==> src/rtl/core/ple_pkg.sv <==
`timescale 1ns / 1ps
// Shared widths, codes and controller-datapath interface types of the positional list engine.
package ple_pkg;

  localparam int OP_W  = 3;
  localparam int POS_W = 6;
  localparam int VAL_W = 32;
  localparam int ST_W  = 2;
  localparam int LEN_W = 6;

  localparam logic [OP_W-1:0] OP_INSERT = 3'd0;
  localparam logic [OP_W-1:0] OP_DELETE = 3'd1;
  localparam logic [OP_W-1:0] OP_READ   = 3'd2;
  localparam logic [OP_W-1:0] OP_LOCATE = 3'd3;
  localparam logic [OP_W-1:0] OP_CLEAR  = 3'd4;

  localparam logic [ST_W-1:0] ST_OK    = 2'd0;
  localparam logic [ST_W-1:0] ST_RANGE = 2'd1;
  localparam logic [ST_W-1:0] ST_FULL  = 2'd2;

  typedef struct packed {
    logic load;
    logic ptr_ins;
    logic ptr_del;
    logic ptr_rd;
    logic ptr_loc;
    logic rd;
    logic shift;
    logic put;
    logic inc;
    logic dec;
    logic clr;
    logic take;
    logic found;
    logic set_range;
    logic set_full;
    logic publish;
  } ple_cmd_t;

  typedef struct packed {
    logic [OP_W-1:0] op;
    logic            ins_ok;
    logic            pos_ok;
    logic            full;
    logic            empty;
    logic            ins_tail;
    logic            del_tail;
    logic            at_lo;
    logic            at_hi;
    logic            hit;
  } ple_sts_t;

endpackage

==> src/rtl/core/positional_list_engine.sv <==
`timescale 1ns / 1ps
// Top level of the positional list engine; one item is worked on at a time.
// Clear, unknown operations, rejected items and empty locates finish without a memory access;
// a tail insert or tail delete moves no entries, a read reads one entry, an insert or delete
// moves the entries behind its position, one memory read and write per cycle, and a locate
// walks the list from the head until a hit or the last entry.
// Synchronous active-low reset empties the list; entry contents are left as they are.
module positional_list_engine #(
  parameter int DEPTH      = 32,
  parameter int VALUE_BITS = 32
) (
  input  logic                             clk,
  input  logic                             rst_n,
  input  logic                             in_valid,
  output logic                             in_stall,
  input  logic [ple_pkg::OP_W-1:0]         in_operation,
  input  logic [ple_pkg::POS_W-1:0]        in_position,
  input  logic signed [ple_pkg::VAL_W-1:0] in_value,
  output logic                             out_valid,
  input  logic                             out_stall,
  output logic [ple_pkg::ST_W-1:0]         out_status,
  output logic signed [ple_pkg::VAL_W-1:0] out_read_value,
  output logic [ple_pkg::POS_W-1:0]        out_found_position,
  output logic [ple_pkg::LEN_W-1:0]        out_length,
  output logic                             out_is_empty
);
  import ple_pkg::*;

  ple_cmd_t cmd;
  ple_sts_t sts;

  ple_ctrl u_ctrl (
    .clk       (clk),
    .rst_n     (rst_n),
    .in_valid  (in_valid),
    .in_stall  (in_stall),
    .out_valid (out_valid),
    .out_stall (out_stall),
    .sts       (sts),
    .cmd       (cmd)
  );

  ple_datapath #(
    .DEPTH      (DEPTH),
    .VALUE_BITS (VALUE_BITS)
  ) u_datapath (
    .clk                (clk),
    .rst_n              (rst_n),
    .cmd                (cmd),
    .sts                (sts),
    .in_operation       (in_operation),
    .in_position        (in_position),
    .in_value           (in_value),
    .out_status         (out_status),
    .out_read_value     (out_read_value),
    .out_found_position (out_found_position),
    .out_length         (out_length),
    .out_is_empty       (out_is_empty)
  );

endmodule

==> src/rtl/core/ple_datapath.sv <==
`timescale 1ns / 1ps
// Datapath of the positional list engine: entry memory, list length, walk pointer and result registers.
module ple_datapath #(
  parameter int DEPTH      = 32,
  parameter int VALUE_BITS = 32
) (
  input  logic                            clk,
  input  logic                            rst_n,
  input  ple_pkg::ple_cmd_t               cmd,
  output ple_pkg::ple_sts_t               sts,
  input  logic [ple_pkg::OP_W-1:0]        in_operation,
  input  logic [ple_pkg::POS_W-1:0]       in_position,
  input  logic signed [ple_pkg::VAL_W-1:0] in_value,
  output logic [ple_pkg::ST_W-1:0]        out_status,
  output logic signed [ple_pkg::VAL_W-1:0] out_read_value,
  output logic [ple_pkg::POS_W-1:0]       out_found_position,
  output logic [ple_pkg::LEN_W-1:0]       out_length,
  output logic                            out_is_empty
);
  import ple_pkg::*;

  localparam int AW = (DEPTH > 1) ? $clog2(DEPTH) : 1;
  localparam int CW = $clog2(DEPTH + 1);
  localparam int XW = ((CW > POS_W) ? CW : POS_W) + 1;
  localparam int SW = (VALUE_BITS < VAL_W) ? VALUE_BITS : VAL_W;

  logic [SW-1:0]    mem [DEPTH];
  logic [SW-1:0]    mem_q_r;
  logic [OP_W-1:0]  op_r;
  logic [POS_W-1:0] pos_r;
  logic [SW-1:0]    val_r;
  logic [CW-1:0]    count_r;
  logic [AW-1:0]    ptr_r;
  logic             q_vld_r;
  logic             q_mv_r;
  logic [AW-1:0]    q_addr_r;
  logic [ST_W-1:0]  res_status_r;
  logic [SW-1:0]    res_rd_r;
  logic [POS_W-1:0] res_found_r;

  logic [XW-1:0] pos_x;
  logic [XW-1:0] cnt_x;
  logic [XW-1:0] pos_m1;
  logic [XW-1:0] cnt_m1;
  logic [XW-1:0] cnt_p1;
  logic          ins_dir;
  logic [AW-1:0] mv_addr;
  logic          wr_en;
  logic [AW-1:0] wr_addr;
  logic [SW-1:0] wr_data;
  logic [AW:0]   found_x;

  always_comb begin
    pos_x   = XW'(pos_r);
    cnt_x   = XW'(count_r);
    pos_m1  = pos_x - XW'(1);
    cnt_m1  = cnt_x - XW'(1);
    cnt_p1  = cnt_x + XW'(1);
    ins_dir = (op_r == OP_INSERT);
    mv_addr = ins_dir ? (q_addr_r + AW'(1)) : (q_addr_r - AW'(1));
    wr_en   = q_mv_r | cmd.put;
    wr_addr = cmd.put ? pos_m1[AW-1:0] : mv_addr;
    wr_data = cmd.put ? val_r : mem_q_r;
    found_x = {1'b0, q_addr_r} + (AW + 1)'(1);

    sts.op       = op_r;
    sts.ins_ok   = (pos_x != '0) && (pos_x <= cnt_p1);
    sts.pos_ok   = (pos_x != '0) && (pos_x <= cnt_x);
    sts.full     = (cnt_x == XW'(DEPTH));
    sts.empty    = (count_r == '0);
    sts.ins_tail = (pos_x == cnt_p1);
    sts.del_tail = (pos_x == cnt_x);
    sts.at_lo    = (ptr_r == pos_m1[AW-1:0]);
    sts.at_hi    = (ptr_r == cnt_m1[AW-1:0]);
    sts.hit      = q_vld_r && !q_mv_r && (mem_q_r == val_r);
  end

  always_ff @(posedge clk) begin
    if (wr_en) begin
      mem[wr_addr] <= wr_data;
    end
    if (cmd.rd) begin
      mem_q_r <= mem[ptr_r];
    end
  end

  always_ff @(posedge clk) begin
    if (!rst_n) begin
      count_r <= '0;
      q_vld_r <= 1'b0;
      q_mv_r  <= 1'b0;
    end else begin
      q_vld_r <= cmd.rd;
      q_mv_r  <= cmd.rd & cmd.shift;
      if (cmd.clr) begin
        count_r <= '0;
      end else if (cmd.inc) begin
        count_r <= count_r + CW'(1);
      end else if (cmd.dec) begin
        count_r <= count_r - CW'(1);
      end
    end
  end

  always_ff @(posedge clk) begin
    if (cmd.load) begin
      op_r  <= in_operation;
      pos_r <= in_position;
      val_r <= in_value[SW-1:0];
    end
    if (cmd.ptr_ins) begin
      ptr_r <= cnt_m1[AW-1:0];
    end else if (cmd.ptr_del) begin
      ptr_r <= pos_x[AW-1:0];
    end else if (cmd.ptr_rd) begin
      ptr_r <= pos_m1[AW-1:0];
    end else if (cmd.ptr_loc) begin
      ptr_r <= '0;
    end else if (cmd.rd) begin
      ptr_r <= ins_dir ? (ptr_r - AW'(1)) : (ptr_r + AW'(1));
    end
    if (cmd.rd) begin
      q_addr_r <= ptr_r;
    end

    if (cmd.load) begin
      res_status_r <= ST_OK;
      res_rd_r     <= '0;
      res_found_r  <= '0;
    end else begin
      if (cmd.set_range) begin
        res_status_r <= ST_RANGE;
      end else if (cmd.set_full) begin
        res_status_r <= ST_FULL;
      end
      if (cmd.take) begin
        res_rd_r <= mem_q_r;
      end
      if (cmd.found) begin
        res_found_r <= POS_W'(found_x);
      end
    end

    if (cmd.publish) begin
      out_status         <= res_status_r;
      out_read_value     <= VAL_W'(res_rd_r);
      out_found_position <= res_found_r;
      out_length         <= LEN_W'(count_r);
      out_is_empty       <= (count_r == '0);
    end
  end

endmodule

==> src/rtl/core/ple_ctrl.sv <==
`timescale 1ns / 1ps
// Controller of the positional list engine: request sequencing and the item handshakes.
module ple_ctrl (
  input  logic              clk,
  input  logic              rst_n,
  input  logic              in_valid,
  output logic              in_stall,
  output logic              out_valid,
  input  logic              out_stall,
  input  ple_pkg::ple_sts_t sts,
  output ple_pkg::ple_cmd_t cmd
);
  import ple_pkg::*;

  typedef enum logic [3:0] {
    S_IDLE,
    S_DECODE,
    S_INS_WALK,
    S_INS_DRAIN,
    S_PUT,
    S_DEL_WALK,
    S_DEL_DRAIN,
    S_RD_ISSUE,
    S_RD_WAIT,
    S_LOC_WALK,
    S_LOC_LAST,
    S_FINISH
  } state_t;

  state_t state_r;
  state_t state_nxt;
  logic   out_valid_r;
  logic   out_valid_nxt;

  assign in_stall  = (state_r != S_IDLE);
  assign out_valid = out_valid_r;

  always_comb begin
    state_nxt     = state_r;
    out_valid_nxt = out_valid_r & out_stall;
    cmd           = '0;
    unique case (state_r)
      S_IDLE: begin
        if (in_valid) begin
          cmd.load  = 1'b1;
          state_nxt = S_DECODE;
        end
      end
      S_DECODE: begin
        state_nxt = S_FINISH;
        unique case (sts.op)
          OP_INSERT: begin
            if (!sts.ins_ok) begin
              cmd.set_range = 1'b1;
            end else if (sts.full) begin
              cmd.set_full = 1'b1;
            end else if (sts.ins_tail) begin
              state_nxt = S_PUT;
            end else begin
              cmd.ptr_ins = 1'b1;
              state_nxt   = S_INS_WALK;
            end
          end
          OP_DELETE: begin
            if (!sts.pos_ok) begin
              cmd.set_range = 1'b1;
            end else if (sts.del_tail) begin
              state_nxt = S_DEL_DRAIN;
            end else begin
              cmd.ptr_del = 1'b1;
              state_nxt   = S_DEL_WALK;
            end
          end
          OP_READ: begin
            if (!sts.pos_ok) begin
              cmd.set_range = 1'b1;
            end else begin
              cmd.ptr_rd = 1'b1;
              state_nxt  = S_RD_ISSUE;
            end
          end
          OP_LOCATE: begin
            if (!sts.empty) begin
              cmd.ptr_loc = 1'b1;
              state_nxt   = S_LOC_WALK;
            end
          end
          OP_CLEAR: begin
            cmd.clr = 1'b1;
          end
          default: begin
            state_nxt = S_FINISH;
          end
        endcase
      end
      S_INS_WALK: begin
        cmd.rd    = 1'b1;
        cmd.shift = 1'b1;
        if (sts.at_lo) begin
          state_nxt = S_INS_DRAIN;
        end
      end
      S_INS_DRAIN: begin
        state_nxt = S_PUT;
      end
      S_PUT: begin
        cmd.put   = 1'b1;
        cmd.inc   = 1'b1;
        state_nxt = S_FINISH;
      end
      S_DEL_WALK: begin
        cmd.rd    = 1'b1;
        cmd.shift = 1'b1;
        if (sts.at_hi) begin
          state_nxt = S_DEL_DRAIN;
        end
      end
      S_DEL_DRAIN: begin
        cmd.dec   = 1'b1;
        state_nxt = S_FINISH;
      end
      S_RD_ISSUE: begin
        cmd.rd    = 1'b1;
        state_nxt = S_RD_WAIT;
      end
      S_RD_WAIT: begin
        cmd.take  = 1'b1;
        state_nxt = S_FINISH;
      end
      S_LOC_WALK: begin
        if (sts.hit) begin
          cmd.found = 1'b1;
          state_nxt = S_FINISH;
        end else begin
          cmd.rd = 1'b1;
          if (sts.at_hi) begin
            state_nxt = S_LOC_LAST;
          end
        end
      end
      S_LOC_LAST: begin
        cmd.found = sts.hit;
        state_nxt = S_FINISH;
      end
      S_FINISH: begin
        if (!out_valid_r || !out_stall) begin
          cmd.publish   = 1'b1;
          out_valid_nxt = 1'b1;
          state_nxt     = S_IDLE;
        end
      end
      default: begin
        state_nxt = S_IDLE;
      end
    endcase
  end

  always_ff @(posedge clk) begin
    if (!rst_n) begin
      state_r     <= S_IDLE;
      out_valid_r <= 1'b0;
    end else begin
      state_r     <= state_nxt;
      out_valid_r <= out_valid_nxt;
    end
  end

endmodule

==> config.mk <==
export PLATFORM = sky130hd
export DESIGN_NAME = positional_list_engine
export DESIGN_NICKNAME = d
export VERILOG_FILES = /design/src/rtl/core/ple_pkg.sv /design/src/rtl/core/positional_list_engine.sv /design/src/rtl/core/ple_datapath.sv /design/src/rtl/core/ple_ctrl.sv
export SDC_FILE = /design/constraint.sdc
export NUM_CORES = 1
export LEC_CHECK = 0
export ABC_AREA = 1
export BUFFER_PORTS_ARGS = -buffer_cell sky130_fd_sc_hd__clkbuf_2
export CAP_MARGIN = 20
export CORE_MARGIN = 8
export CORE_UTILIZATION = 45
export DETAILED_ROUTE_END_ITERATION = 10
export GPL_ROUTABILITY_DRIVEN = 0
export PLACE_DENSITY = 0.6
export SLEW_MARGIN = 20
export SYNTH_ARGS = -nofsm -noshare
export SYNTH_HDL_FRONTEND = slang
export SYNTH_HIERARCHICAL = 1
export SYNTH_SLANG_ARGS = --single-unit
==> constraint.sdc <==
create_clock -name clk -period 5.87 [get_ports clk]
set_clock_uncertainty 0.1 [all_clocks]
set_input_delay 1.174 -clock clk [delete_from_list [all_inputs] [get_ports clk]]
set_output_delay 1.174 -clock clk [all_outputs]
set_load 0.02 [all_outputs]
==> summary.md <==
| Metric | Value |
|---|---|
| Status | `finished, final reports clean` |
| Die Height | `between 300 and 400 um` |
| MaxCap Viol Count | `0` |
| Crit Path Class | `register to register` |
| Worst VDD drop | `0.000417 V` |
| Final Max Slew Viols | `0` |
| Syn avg cell area | `between 10 and 15 um2` |
| Hold Vio Cnt, Final | `0` |
| Flip-flop and latch count after synthesis | `1207` |
| Worst relative slew slack | `between 20 and 25%` |
| Reg power frac | `between 40% and 50%` |
| Crit. End Element | `register` |
| Global route total overflow | `0` |
| Post-Route Utilization | `between 50% and 60%` |
| F_max | `roughly 220 MHz` |
| CTS Hold Buffers Added | `0` |
| Synth Flop Type | `edfxtp_1` |
| Sw frac | `roughly 38%` |
| Comb power frac | `roughly a third` |
| Via-to-Cell Ratio | `~5.5` |
| Clk root buf | `clkbuf_16` |
| Worst Setup Start Kind | `register` |
| Fin cells | `5948` |
| Critical-path cell list | `nor2_1 > nand2_1 > inv_1 > fa_1 > o21ai_1 > nand3_1 > nor2_4 > buf_4` |
| GRT Total Usage | `between 20 and 25%` |
| Layout Nets | `roughly 4.4k` |
| Post-Syn Area | `~0.050 mm2` |
| Worst EP arrival | `4.85 ns` |
| Yosys warning count | `6` |
| Layout cells sized above 1 | `a little under a tenth` |
| Clock tree from TritonCTS | `done` |
| Leakage dissipation | `approximately 20 nW` |
| Worst-margin pin slew | `approximately 1.2 ns` |
| Die Wd | `between 300 and 400 um` |
| Post-CTS setup buffer count | `0` |
| Post-synthesis cell count | `~4.3k` |
| Share of async-settable or async-resettable flops after synthesis | `0%` |
| Num CTS Buffers | `120` |
| Final setup fails | `0` |
| Post-synth EDFFs | `~1.2k` |
| 1st-pass router iterations | `8` |
| Placed instance count | `between 5k and 6k` |
| Number of remaining DRC errors | `0` |
| Detailed placement HPWL | `around 83000 um` |
| Placed cell areas | `0.0520 mm2` |
| Largest net degree at the start of global routing | `186` |
| CTS H-tree depth | `3` |
| CP max-delay cell | `nor2_4` |
| Clock buffer depth | `3` |
| Min Tclk post-route | `4.57 ns` |
| Clock latency at the later pin of the worst-skew pair | `0.70 ns` |
| First-pass GRT wire length | `between 200000 and 250000 um` |
| Die footprint | `between 0.1 and 0.15 mm2` |
| Psw | `approximately 11 mW` |
| Post-cts gate resize count | `0` |
| Vias in the first global route | `just over 30k` |
| WL final | `roughly 140000 um` |
| Routed Antenna Nets | `0` |
| Finished Cell Area | `0.0560 mm2` |
| TNS Setup | `0 ns` |
| Core ar. | `roughly 0.11 mm2` |
| CP Max Fanout | `19` |
| Critical Path Max Stage Delay | `0.97 ns` |
| IO Pins | `between 90 and 100` |
| Post-route clock period utilization | `77.9%` |
| Internal | `between 15 and 20 mW` |
| Port bufs | `93` |
| RSZ-0062 raised after global routing | `no` |
| Pwr/cell area | `around 500 mW/mm2` |
| DR WL/cell | `between 20 and 25 um` |
| Initial Utilization | `between 40% and 50%` |
| Row cnt | `~120` |
| Syn Nets | `~4.4k` |
| Clock sinks | `1207` |
| Sequential share of the synthesized area | `between 70 and 80%` |
| Initial antenna violation count | `13` |
| Clock share of power | `26.5%` |
| Starting DRT DRC Count | `just under 4k` |
| Hold WC Path Type | `register to register` |
| Via count | `~33k` |
| Clock Pin Slew Worst Setup and Hold Paths | `around 0.06 ns` |
| Final hold slack | `roughly 0.33 ns` |
| Yosys cell types | `38` |
| Worst endpoint required time | `roughly 6 ns` |
| Layout area overhead | `12.8%` |
-- per-stage QoR --
stage | power [mW] | setup WS [ns]
finish | 27.8 | 1.30
global route | 29.0 | 1.08
CTS | 27.8 | 1.33
detailed placement | 20.4 | 1.38
floorplan | 16.7 | 1.50
global placement | 20.4 | 1.50
-- sequential cells by signal, summed over array words and instances (netlist names) --
name / cells
u_datapath/mem: 1024
u_datapath/mem_q_r: 32
u_datapath/out_read_value: 32
u_datapath/res_rd_r: 32
u_datapath/val_r: 32
u_datapath/count_r: 6
u_datapath/out_found_position: 6
u_datapath/out_length: 6
u_datapath/pos_r: 6
u_datapath/res_found_r: 6
u_datapath/ptr_r: 5
u_datapath/q_addr_r: 5
u_ctrl/state_r: 4
u_datapath/op_r: 3
u_datapath/out_status: 2
u_datapath/res_status_r: 2
u_ctrl/out_valid: 1
u_datapath/out_is_empty: 1
u_datapath/q_mv_r: 1
u_datapath/q_vld_r: 1
-- placed cells by master, fill, tap and decap left out, drive strengths merged, types with 3 or more instances in the layout --
cell and instances:
xnor2 11, inv 106, o22ai 6, nand4 12
nand2 1460, diode 3, fa 3, clkbuf 264
ha 28, buf 84, nand3b 5, clkinv 39
nor3 9, o21ai 91, xor2 21, edfxtp 1154
nand3 898, bufinv 7, dfxtp 53, a21oi 45
and2 33, nor2 126
-- cell type report --
type	instances	area, um2
antenna	3	7.51
clock buffer	171	3320
clock inverter	48	422
fill	9435	53200
inverter	106	419
multi-input combinational	2760	12800
sequential	1207	35700
tap	1476	1850
timing repair buffer	177	1440
-- cell families (layout without fill, tap and decap cells) --
family          count (synthesis)  after routing  synth area share [%]
other cells                     0              3                     0
compound gates                151            151                  1.60
buf+inv                       347            502                  3.02
flops                        1207           1207                  72.0
xor+xnor                       32             32                 0.565
simple gates                 2546           2546                  22.0
fa+ha+maj                      31             31                 0.828
-- power groups by stage --
stage / registers [mW] / logic, mW / clock network [mW]
after floorplan: 11.3 / 5.45 / 0
after global placement: 11.4 / 8.99 / 0
after detailed placement: 11.4 / 9.04 / 0
after CTS: 11.2 / 9.07 / 7.50
after global routing: 11.2 / 9.97 / 7.81
final: 11.2 / 9.22 / 7.38
-- cell usage after synthesis (5+ instances only) --
library cell / instances / area [um2]
nand2_1: 1457 / 5470
clkbuf_1: 70 / 263
ha_1: 28 / 350
a21oi_1: 45 / 225
inv_1: 96 / 360
buf_4: 6 / 45.0
buf_2: 136 / 681
nand3b_1: 5 / 37.5
nor3_1: 9 / 45.0
buf_1: 29 / 109
nor2_2: 5 / 31.3
and2_1: 33 / 206
nand4_1: 12 / 75.1
dfxtp_1: 53 / 1060
nor2_1: 118 / 443
nand3_1: 897 / 4490
o22ai_1: 6 / 37.5
xnor2_1: 11 / 96.3
o21ai_0: 87 / 435
edfxtp_1: 1154 / 34700
inv_2: 9 / 33.8
xor2_1: 21 / 184
-- critical path: cells and delay by family, from the launching register on --
kind / cells / cell delay (ns)
fa+ha+maj: 1 / 0.45
flops: 1 / 0.50
buf+inv: 2 / 0.62
simple gates: 4 / 2.25
compound gates: 1 / 0.29
-- path summary, 6_finish.rpt --
path	from	to	slack (ns)	depth (start not counted)
setup / recovery	u_datapath/op_r[1]	u_datapath/mem[19][18]	1.30	8
setup reg to reg	u_datapath/op_r[1]	u_datapath/mem[19][18]	1.30	8
hold / removal	u_datapath/res_rd_r[29]	u_datapath/out_read_value[29]	0.33	0
hold reg to reg	u_datapath/res_rd_r[29]	u_datapath/out_read_value[29]	0.33	0
-- per-layer routing --
layer  track usage [%]  wire length (um)
met3              4.83             13100
met4              6.31              3820
met5                 0                13
met1              31.9             59400
met2              34.2             62600
(Power assumes the default switching activity.)
